File: src/design/u2u_pkg.sv
// shared types, constants and helpers for the utf-8 to ucs4 decoder
// no dependencies
package u2u_pkg;

	// width of the per-buffer written counter
	localparam int COUNT_WIDTH = 16;
	localparam logic [31:0] COUNT_MAX = 32'((64'd1 << COUNT_WIDTH) - 64'd1);

	localparam int CP_W   = 21;
	localparam int CNT_W  = 16;
	localparam int CAP_W  = 16;
	localparam int CFG_IDX_W = 1;

	// register indexes
	localparam logic [CFG_IDX_W-1:0] CFG_OUT_CAPACITY = 1'b0;
	localparam logic [CFG_IDX_W-1:0] CFG_STRING_MODE  = 1'b1;

	// lead byte boundaries and masks
	localparam logic [7:0] B_CONT_LO = 8'h80;
	localparam logic [7:0] B_LEAD2   = 8'hC2;
	localparam logic [7:0] B_LEAD3   = 8'hE0;
	localparam logic [7:0] B_LEAD4   = 8'hF0;
	localparam logic [7:0] B_BAD_HI  = 8'hF8;
	localparam logic [7:0] M_LEAD2   = 8'h1F;
	localparam logic [7:0] M_CONT    = 8'h3F;
	localparam logic [7:0] M_LEAD3   = 8'h0F;
	localparam logic [7:0] M_LEAD4   = 8'h07;

	typedef enum logic [1:0] {
		ST_OK       = 2'd0,
		ST_BAD_LEAD = 2'd1,
		ST_TRUNC    = 2'd2,
		ST_FULL     = 2'd3
	} status_t;

	typedef logic [COUNT_WIDTH-1:0] count_t;

	typedef struct packed {
		logic [CAP_W-1:0] out_capacity;
		logic             string_mode;
	} cfg_t;

	// results caused by one byte: code point, terminator, end
	typedef struct packed {
		logic [CP_W-1:0]  cp;
		logic [CNT_W-1:0] cp_cnt;
		status_t          fin_st;
		logic [CNT_W-1:0] fin_cnt;
		logic [2:0]       mask;    // [0] code point, [1] terminator, [2] end
	} grp_t;

	localparam int GRP_CP   = 0;
	localparam int GRP_TERM = 1;
	localparam int GRP_END  = 2;

	// low bits of the counter as seen on the output port
	function automatic logic [CNT_W-1:0] cnt_port(input count_t c);
		logic [31:0] w;
		w = 32'(c);
		return w[CNT_W-1:0];
	endfunction

endpackage

File: src/design/u2u_decode.sv
// per-byte decode logic and buffer state of the utf-8 decoder
// uses u2u_pkg
module u2u_decode import u2u_pkg::*; (
	input  logic       clk,
	input  logic       arst_n,
	input  logic       fire,
	input  logic [7:0] byte_in,
	input  logic       last_in,
	input  cfg_t       cfg,
	output grp_t       grp
);

	logic [CP_W-1:0] acc_q;
	logic [1:0]      pend_q;
	count_t          written_q;
	logic            stopped_q;
	status_t         stop_st_q;

	logic [CP_W-1:0] acc_n;
	logic [1:0]      pend_n;
	count_t          written_n;
	logic            stopped_n;
	status_t         stop_st_n;
	logic [31:0]     lim;
	count_t          fin_cnt;

	// output limit from capacity and string mode
	always_comb begin
		lim = (cfg.out_capacity == '0) ? COUNT_MAX : 32'(cfg.out_capacity);
		if (lim > COUNT_MAX) begin
			lim = COUNT_MAX;
		end
		if (cfg.string_mode && lim != '0) begin
			lim = lim - 32'd1;
		end
	end

	always_comb begin
		acc_n     = acc_q;
		pend_n    = pend_q;
		written_n = written_q;
		stopped_n = stopped_q;
		stop_st_n = stop_st_q;
		fin_cnt   = '0;
		grp       = '0;
		grp.fin_st = ST_OK;

		if (!stopped_q) begin
			if (cfg.string_mode && byte_in == 8'h00) begin
				stopped_n = 1'b1;
				stop_st_n = (pend_q != 2'd0) ? ST_TRUNC : ST_OK;
				pend_n    = 2'd0;
				acc_n     = '0;
			end else if (pend_q != 2'd0) begin
				acc_n  = {acc_q[CP_W-7:0], byte_in[5:0] & M_CONT[5:0]};
				pend_n = pend_q - 2'd1;
				if (pend_q == 2'd1) begin
					written_n          = written_q + count_t'(1);
					grp.mask[GRP_CP]   = 1'b1;
					grp.cp             = acc_n;
					grp.cp_cnt         = cnt_port(written_n);
					acc_n              = '0;
				end
			end else if (32'(written_q) >= lim) begin
				stopped_n = 1'b1;
				stop_st_n = ST_FULL;
				pend_n    = 2'd0;
				acc_n     = '0;
			end else if (byte_in < B_CONT_LO) begin
				written_n        = written_q + count_t'(1);
				grp.mask[GRP_CP] = 1'b1;
				grp.cp           = CP_W'(byte_in);
				grp.cp_cnt       = cnt_port(written_n);
			end else if (byte_in < B_LEAD2 || byte_in >= B_BAD_HI) begin
				stopped_n = 1'b1;
				stop_st_n = ST_BAD_LEAD;
				pend_n    = 2'd0;
				acc_n     = '0;
			end else if (byte_in < B_LEAD3) begin
				acc_n  = CP_W'(byte_in & M_LEAD2);
				pend_n = 2'd1;
			end else if (byte_in < B_LEAD4) begin
				acc_n  = CP_W'(byte_in & M_LEAD3);
				pend_n = 2'd2;
			end else begin
				acc_n  = CP_W'(byte_in & M_LEAD4);
				pend_n = 2'd3;
			end
		end

		if (last_in) begin
			// sequence still open at buffer end
			if (!stopped_n && pend_n != 2'd0) begin
				stopped_n = 1'b1;
				stop_st_n = ST_TRUNC;
			end
			grp.fin_st = stopped_n ? stop_st_n : ST_OK;
			fin_cnt    = written_n;
			if (cfg.string_mode) begin
				fin_cnt            = written_n + count_t'(1);
				grp.mask[GRP_TERM] = 1'b1;
			end
			grp.fin_cnt       = cnt_port(fin_cnt);
			grp.mask[GRP_END] = 1'b1;
			acc_n     = '0;
			pend_n    = 2'd0;
			written_n = '0;
			stopped_n = 1'b0;
			stop_st_n = ST_OK;
		end
	end

	always_ff @(posedge clk or negedge arst_n) begin
		if (!arst_n) begin
			acc_q     <= '0;
			pend_q    <= 2'd0;
			written_q <= '0;
			stopped_q <= 1'b0;
			stop_st_q <= ST_OK;
		end else if (fire) begin
			acc_q     <= acc_n;
			pend_q    <= pend_n;
			written_q <= written_n;
			stopped_q <= stopped_n;
			stop_st_q <= stop_st_n;
		end
	end

endmodule

File: src/design/u2u_out.sv
// result register and serialiser: holds the results of one byte, sends one a cycle while the output is not stalled
// uses u2u_pkg
module u2u_out import u2u_pkg::*; (
	input  logic             clk,
	input  logic             arst_n,
	input  logic             load,
	input  grp_t             grp,
	output logic             free,
	output logic             out_valid,
	input  logic             out_stall,
	output logic [CP_W-1:0]  code_point,
	output logic             out_end,
	output logic [1:0]       status,
	output logic [CNT_W-1:0] written_count
);

	logic [2:0]       mask_s2;
	logic [CP_W-1:0]  cp_s2;
	logic [CNT_W-1:0] cp_cnt_s2;
	status_t          fin_st_s2;
	logic [CNT_W-1:0] fin_cnt_s2;

	logic       take;
	logic [2:0] mask_rest;

	assign out_valid = |mask_s2;
	assign take      = out_valid && !out_stall;
	// drop the lowest pending result
	assign mask_rest = mask_s2 & (mask_s2 - 3'd1);
	assign free      = (mask_s2 == 3'd0) || (take && mask_rest == 3'd0);

	always_comb begin
		if (mask_s2[GRP_CP]) begin
			code_point    = cp_s2;
			out_end       = 1'b0;
			status        = ST_OK;
			written_count = cp_cnt_s2;
		end else begin
			code_point    = '0;
			out_end       = !mask_s2[GRP_TERM];
			status        = fin_st_s2;
			written_count = fin_cnt_s2;
		end
	end

	always_ff @(posedge clk or negedge arst_n) begin
		if (!arst_n) begin
			mask_s2 <= 3'd0;
		end else if (load) begin
			mask_s2 <= grp.mask;
		end else if (take) begin
			mask_s2 <= mask_rest;
		end
	end

	always_ff @(posedge clk) begin
		if (load) begin
			cp_s2      <= grp.cp;
			cp_cnt_s2  <= grp.cp_cnt;
			fin_st_s2  <= grp.fin_st;
			fin_cnt_s2 <= grp.fin_cnt;
		end
	end

endmodule

File: src/design/utf8_to_ucs4_decoder.sv
// top level of the utf-8 to ucs4 decoder: input register, configuration, decode, results
// uses u2u_pkg, u2u_decode, u2u_out

// Takes one UTF-8 byte per request, with in_last on the final byte of a buffer,
// and sends one result per request on the output: a code point for each complete
// sequence, then for the last byte an optional zero terminator (string mode) and
// an end result carrying the buffer status. A byte is taken every cycle as long
// as the output keeps up; a byte that yields at most one result does not hold the
// input, while a last byte yields up to three results and stalls the input until
// the single result register, which sends one result a cycle while the output is
// not stalled, is down to its last result. A request passes through the input
// register, then is decoded into the result register. Configuration is to be
// written by the user only while idle; the block itself does not enforce it.
module utf8_to_ucs4_decoder import u2u_pkg::*; (
	input  logic                 clk,
	input  logic                 arst_n,
	// configuration write port
	input  logic                 cfg_wr_en,
	input  logic [CFG_IDX_W-1:0] cfg_index,
	input  logic [CAP_W-1:0]     cfg_data,
	// byte input
	input  logic                 in_valid,
	output logic                 in_stall,
	input  logic [7:0]           in_byte,
	input  logic                 in_last,
	// result output
	output logic                 out_valid,
	input  logic                 out_stall,
	output logic [CP_W-1:0]      code_point,
	output logic                 out_end,
	output logic [1:0]           status,
	output logic [CNT_W-1:0]     written_count
);

	cfg_t       cfg_q;

	logic       valid_s1;
	logic [7:0] byte_s1;
	logic       last_s1;

	logic       free;
	logic       fire;
	grp_t       grp;

	// configuration registers
	always_ff @(posedge clk or negedge arst_n) begin
		if (!arst_n) begin
			cfg_q <= '0;
		end else if (cfg_wr_en) begin
			case (cfg_index)
				CFG_OUT_CAPACITY: cfg_q.out_capacity <= cfg_data;
				CFG_STRING_MODE:  cfg_q.string_mode  <= cfg_data[0];
				default: ;
			endcase
		end
	end

	// the byte in the input register decodes once the result register can take it
	assign fire     = valid_s1 && free;
	assign in_stall = valid_s1 && !free;

	always_ff @(posedge clk or negedge arst_n) begin
		if (!arst_n) begin
			valid_s1 <= 1'b0;
		end else if (in_valid && !in_stall) begin
			valid_s1 <= 1'b1;
		end else if (fire) begin
			valid_s1 <= 1'b0;
		end
	end

	// payload holds while stalled
	always_ff @(posedge clk) begin
		if (in_valid && !in_stall) begin
			byte_s1 <= in_byte;
			last_s1 <= in_last;
		end
	end

	// sequence assembly, capacity check and stop handling
	u2u_decode u_decode (
		.clk     (clk),
		.arst_n  (arst_n),
		.fire    (fire),
		.byte_in (byte_s1),
		.last_in (last_s1),
		.cfg     (cfg_q),
		.grp     (grp)
	);

	// result register, one result per cycle towards the output while it does not stall
	u2u_out u_out (
		.clk           (clk),
		.arst_n        (arst_n),
		.load          (fire),
		.grp           (grp),
		.free          (free),
		.out_valid     (out_valid),
		.out_stall     (out_stall),
		.code_point    (code_point),
		.out_end       (out_end),
		.status        (status),
		.written_count (written_count)
	);

endmodule

File: config.mk
export PLATFORM = sky130hd
export DESIGN_NAME = utf8_to_ucs4_decoder
export DESIGN_NICKNAME = d
export VERILOG_FILES = /design/src/design/u2u_pkg.sv /design/src/design/u2u_decode.sv /design/src/design/u2u_out.sv /design/src/design/utf8_to_ucs4_decoder.sv
export SDC_FILE = /design/constraint.sdc
export NUM_CORES = 1
export LEC_CHECK = 0
export ABC_AREA = 1
export BUFFER_PORTS_ARGS = -buffer_cell sky130_fd_sc_hd__buf_4
export CAP_MARGIN = 20
export CORE_ASPECT_RATIO = 0.6
export CORE_MARGIN = 5
export CORE_UTILIZATION = 60
export DETAILED_ROUTE_END_ITERATION = 10
export PLACE_DENSITY = 0.83
export SLEW_MARGIN = 10
export SYNTH_ARGS = -nofsm -noshare
export SYNTH_HDL_FRONTEND = slang
export SYNTH_SLANG_ARGS = --single-unit
File: constraint.sdc
create_clock -name clk -period 5.6 [get_ports clk]
set_input_delay 0.28 -clock clk [delete_from_list [all_inputs] [get_ports clk]]
set_output_delay 0.28 -clock clk [all_outputs]
set_load 0.02 [all_outputs]
After elaboration in Yosys (flattened, before gate mapping):

Cells that the tools add are included.

* magnitude comparators: 7
* div/mod/pow operators: 0
* reductions and logical operators: 31
* mux-type cells: 68
* eq/ne operators: 3
* shift operators: 0
* add/subtract/negate cells: 5
* bitwise operators: 4
* multiply operators: 0

Operators by type and width (count)
* 16-bit two-way mux: 10
* 15-bit two-way mux: 8
* 37-bit two-way mux: 3
* 32-bit two-way mux: 2
* 2-bit two-way mux: 19
* 16-bit by 1-bit adder with 16-bit output, second input constant: 2
* 16-bit by 32-bit greater-or-equal comparator with 1-bit output: 1
* 32-bit by 16-bit > comparator with 1-bit output, second input constant: 1
* 8-bit < comparator, second input constant: 4
* 32-bit nonzero test: 1
* 32-bit by 1-bit subtractor with 32-bit output, second input constant: 1
* 24-bit two-way mux: 1
* 21-bit two-way mux: 1
* 1-bit two-way mux: 20
* 16-bit zero test: 1
* 8-bit greater-or-equal comparator, second input constant: 1
* 1-bit logical AND: 8
* 8-bit zero test: 1
* 2-bit nonzero test: 4
* 3-bit zero test: 2
* 3-bit two-way mux: 2
* 2-bit AND reduction: 3
* 3-bit OR reduction: 2
* 1-bit zero test: 5
* other kinds (12): 15

* word-level logic and storage cells: 134
* memories kept: 0
* input port bits: 31
* output and inout bits: 42
* bits in read-only memories: 0
* bits in registers: 121
* latch bits: 0
* bits in writable memories: 0

Depth between registers and ports, before layout:

* depth after elaboration: 18
* depth in mapped cells: 45
* mapped depth without buffers: 43

Modules after synthesis:

From an unflattened synthesis, not the netlist that was laid out.

* cells, all modules: 1041
* area total of the unflattened synthesis: 7737.4 µm²

Modules (own cells, without submodules)
* u2u_decode: times used 1, area an instance 4480.5 µm², cells each 767
* u2u_out: times used 1, area an instance 2243.4 µm², cells each 182
* utf8_to_ucs4_decoder: times used 1, area an instance 1013.5 µm², cells each 92

Least setup slack after synthesis:

Ideal clock, no wire load.

* path kind: flip-flop to flip-flop
* from: register cfg_q[2] in the netlist's numbering
* to: register u_out.fin_cnt_s2[14], data pin
* path buffers: 2
* arrival: 4.345 ns
* path slack: 1.000 ns
* stages on the path, launching flop included: 46
* required time: 5.345 ns
* path through: dfrtp_1 inv_1 ha_1 nand2_1 nor2_1 nand2_2 buf_6 nand3_1 nor2_1 nand3_2 nand2_1 inv_2 nand3_1 nor2_1 nand2_1 nor2_1 nand2_1 nor2_1 [... 10 more ...] nand2_1 buf_6 inv_2 nand2_1 nand2_1 nand2_1 nand2_1 inv_1 ha_1 nand2_1 inv_1 nand2_2 nor2_4 nand2_2 nor2_2 nand3_1 nand2_1 nor2_1

* word-level cells in the longest chain between the ends: 14
* elaborated cells on any way between the ends: 15

Ends and longest elaborated chain
* from (decl): line utf8_to_ucs4_decoder.sv:35 `cfg_t cfg_q;`
* 16-bit zero test: line u2u_decode.sv:29 `lim = (cfg.out_capacity == '0) ? COUNT_MAX : 32'(cfg.out_capacity);`
* 16-bit two-way mux *: line u2u_decode.sv:29
* 32-bit by 16-bit > comparator with 1-bit output: line u2u_decode.sv:30 `if (lim > COUNT_MAX) begin`
* 32-bit two-way mux *: line u2u_decode.sv:30
* branches (longest 2 deep; another with 32-bit by 1-bit subtractor with 32-bit output)
* 32-bit two-way mux *: line u2u_decode.sv:33 `if (cfg.string_mode && lim != '0) begin`
* 16-bit by 32-bit greater-or-equal comparator with 1-bit output *: line u2u_decode.sv:64 `end else if (32'(written_q) >= lim) begin`
* 16-bit two-way mux *: line u2u_decode.sv:64
* 16-bit two-way mux *: line u2u_decode.sv:54 `end else if (pend_q != 2'd0) begin`
* 16-bit two-way mux *: line u2u_decode.sv:49 `if (cfg.string_mode && byte_in == 8'h00) begin`
* 16-bit two-way mux *: line u2u_decode.sv:48 `if (!stopped_q) begin`
* 16-bit by 1-bit adder with 16-bit output: line u2u_decode.sv:100 `fin_cnt = written_n + count_t'(1);`
* 16-bit two-way mux *: line u2u_decode.sv:99 `if (cfg.string_mode) begin`
* to (signal assigned): line u2u_out.sv:61 `fin_cnt_s2 <= grp.fin_cnt;`
* to (decl): line u2u_out.sv:21 `logic [CNT_W-1:0] fin_cnt_s2;`

Every way passes the cells marked *.
A chain may end at the register's enable or synchronous reset.

Final worst setup path:

* from: register cfg_q[10] in the netlist's numbering
* to: register u_out.fin_cnt_s2[15], data pin

Same word-level chain as after synthesis.

==> results by group <==
Global route
  – Largest net degree at the start of global routing: 79
  – Vias in the first global route: 6,189
  – GR Util All Layers: about 28%
  – Initial antenna violation count: 0
  – Global-route wire length before repair: between 30 and 40 mm
  – Grt total ovfl: 0

Final layout
  – N_diodes: 0
  – Register area: 3350 um^2
  – Area grow syn2layout: 18.1%
  – Final Util: 72.4%
  – Filler Cells Inserted: about 940
  – Share of cells above drive strength 1: about 16%
  – Multi-input gate area: 3370 um^2
  – Final nets: about 1,100

Worst setup path
  – Crit path top cell by count: nand2_1
  – Startpoint types: flip-flop
  – Kind of end point of the critical path: flip-flop
  – Reg2Reg Setup Slack: ~0.42 ns
  – Crit path max fanout: 13
  – CP arrival: ~5.4 ns
  – Max incr delay on CP: 0.53 ns
  – Slowest cell on crit path: o21ai_2
  – Worst path required time: between 5 and 6 ns
  – Setup Crit Path Kind: flip-flop to flip-flop

Route
  – Via count: about 7,000
  – Met2 WL: about 8.0 mm
  – DRT Pass-1 Iters: 6
  – Met1 wire length: 9.15 mm
  – Post-route ant nets: 0
  – Drc violations: 0
  – WL final: 20.2 mm
  – Routed length on met3: roughly 2.7 mm
  – 1st-iter DRT viols: between 1,000 and 1,500
  – Highest metal used: met4
  – Vias per Instance: around 5.7
  – Wirelength per Cell: ~17 um

Synth
  – Cells after synthesis: 953
  – Yosys cell types: 46
  – Synth Register Bits: around 120
  – Post-synth ARST share: a little under half
  – Seq/Total Area, Yosys: a little under half
  – Syn Area/Cell: 7.73 um^2
  – Top FF cell, synth: edfxtp_1
  – Most frequent cells after synthesis: nand2_1 (262), inv_1 (132), nor2_1 (105)
  – Post-synthesis net count: ~1,000
  – Synthesis Warnings: 0
  – Cell with the most instances after synthesis: nand2_1
  – Leading area contributor after synthesis: edfxtp_1
  – EDFF count, synth: 64
  – Area contributors post-synth: edfxtp_1 (26%), dfrtp_1 (19%), nand2_1 (13%), inv_1 (6.7%), nor2_1 (5.3%)
  – Post-synthesis cell area: 7370 um^2
  – Post-synth top area share: about a quarter

Place
  – I/O Buffers: between 70 and 80
  – DP Wirelength: ~14 mm
  – Post-placement worst setup slack: 0.377 ns
  – Final Wtd Congestion: 1.03

Power and ir drop
  – Power share of the clock group: about 22%
  – Peak supply drop: 0.506 mV
  – Switching power: approximately 2.4 mW
  – Internal power: 2.78 mW
  – Seq pwr share: between 30 and 40%
  – Power density cells: between 500 and 600 nW/um^2
  – Combinational Power Share: 47.7%
  – Leakage: about 4.2 nW
  – Switching part of the total: 46.7%

CTS
  – CTS Buf Count: 17
  – Clk Tree Root Cell: clkbuf_16
  – TritonCTS clock tree: built
  – H-tree lvl count: 4
  – CTS sink count: roughly 120
  – Clk Latency, worst-skew pair: between 0.4 and 0.5 ns
  – Deepest clock path buffer count: 2
  – Clock-pin slew on the worst setup and hold paths: 0.07 ns

Timing
  – Period minus WS final: approximately 5.2 ns
  – Fin Clk Skew: between 0.009 and 0.01 ns
  – Final period utilization: approximately 92%
  – Slew margin rel.: 29.5%
  – Final hold slack: 0.0285 ns
  – Setup TNS Final: 0 ns
  – Final worst slack: 0.425 ns
  – Final Hold Fails: 0
  – F_max: about 190 MHz
  – Final Slew Violations: 0
  – Worst Tran Pin Value: 1.05 ns
  – Final setup fails: 0

Die
  – Core footprint: 12,000 um^2
  – Chip width: 153 um
  – Die area: between 10,000 and 15,000 um^2
  – Die height: between 90 and 100 um
  – Number of I/O pins: 73
  – Rows: 31
  – Initial Util: ~61%

Worst hold path
  – HP Class: primary input to flip-flop

Job
  – Maxcap violations: 0

Outcome
  – Status: finished clean
==> registers in the layout, indices dropped and copies added, names as in the netlist, 3 cells and up <==
name	cells
byte_s1	8
cfg_q	17
u_decode.acc_q	15
u_decode.written_q	16
u_out.cp_cnt_s2	16
u_out.cp_s2	21
u_out.fin_cnt_s2	16
u_out.mask_s2	3
==> final timing paths <==
path,start,end,depth (start not counted)
min in group asynchronous,arst_n,cfg_q[0],2
setup / recovery,cfg_q[10],u_out.fin_cnt_s2[15],28
max in group asynchronous,arst_n,u_decode.acc_q[10],2
hold reg to reg,valid_s1,valid_s1,2
setup reg to reg,cfg_q[10],u_out.fin_cnt_s2[15],28
hold / removal,in_byte[1],byte_s1[1],1
==> per-layer routing <==
metal  GRT usage [%]  vias to the layer above
met5               0                        -
met4            7.56                        0
met3            9.79                       40
met2            38.0                      433
met1            41.6                     3101
li1                -                     3244
==> critical path, delay by kind of cell (launching register included) <==
kind                       cells  cell delay, ns
xor gates and xnor gates       1            0.11
and+or+nand+nor               19            2.70
AOI/OAI and AO/OA              2            0.82
DFF                            1            0.41
adders and majority gates      1            0.29
buffers and inverters          5            0.59
==> per-stage QoR <==
step / instance area, um^2 / cells / power [mW]
after global placement: 8020 / 1160 / 3.94
after global routing: 8710 / 1200 / 5.53
after CTS: 8630 / 1193 / 5.12
after floorplan: 7370 / 953 / 3.25
after detailed placement: 8020 / 1160 / 3.97
final: 8710 / 1200 / 5.21
==> area by class of cell <==
| class | instances | share of cell area (%) |
|---|---|---|
| tap | 165 | 2.37 |
| sequential | 121 | 38.5 |
| inverter | 140 | 6.04 |
| clock inverter | 14 | 1.87 |
| timing repair buffer | 87 | 7.53 |
| multi-input combinational | 655 | 38.7 |
| clock buffer | 18 | 5.04 |
==> power by group through the flow <==
stage | clock [mW] | sequential [mW] | combinational, mW
floorplan | 0 | 1.50 | 1.75
global placement | 0 | 1.58 | 2.36
detailed placement | 0 | 1.59 | 2.39
CTS | 1.14 | 1.58 | 2.41
global route | 1.18 | 1.61 | 2.73
finish | 1.14 | 1.59 | 2.48
==> cells by family after synthesis <==
group                    share of synthesized area (%)
AO/OA/AOI/OAI                                     11.1
XOR/XNOR                                          2.50
adder cells (fa/ha/maj)                           3.74
buffers and inverters                             9.35
flip-flops                                        45.4
multiplexers                                     0.764
AND/OR/NAND/NOR                                   27.1
==> layout by cell type (no fill, tap or decap), types with 12 or more instances in the layout <==
cell / n
o21ai_1: 16
ha_1: 22
clkbuf_16: 17
inv_1: 131
nor3_1: 12
dfrtp_1: 57
nor2_1: 99
buf_4: 86
a21oi_1: 32
xor2_1: 17
nand3_1: 39
edfxtp_1: 64
o21ai_0: 40
o22ai_1: 22
nand2_1: 262
==> what timing repair did <==
action	CTS	global route
resized for setup	0	8
buffers inserted	0	6
endpoints found under the hold margin	57	0
hold buffers	1	0
setup endpoints to repair	0	15
Note: power is estimated with default switching activity, not from simulation.
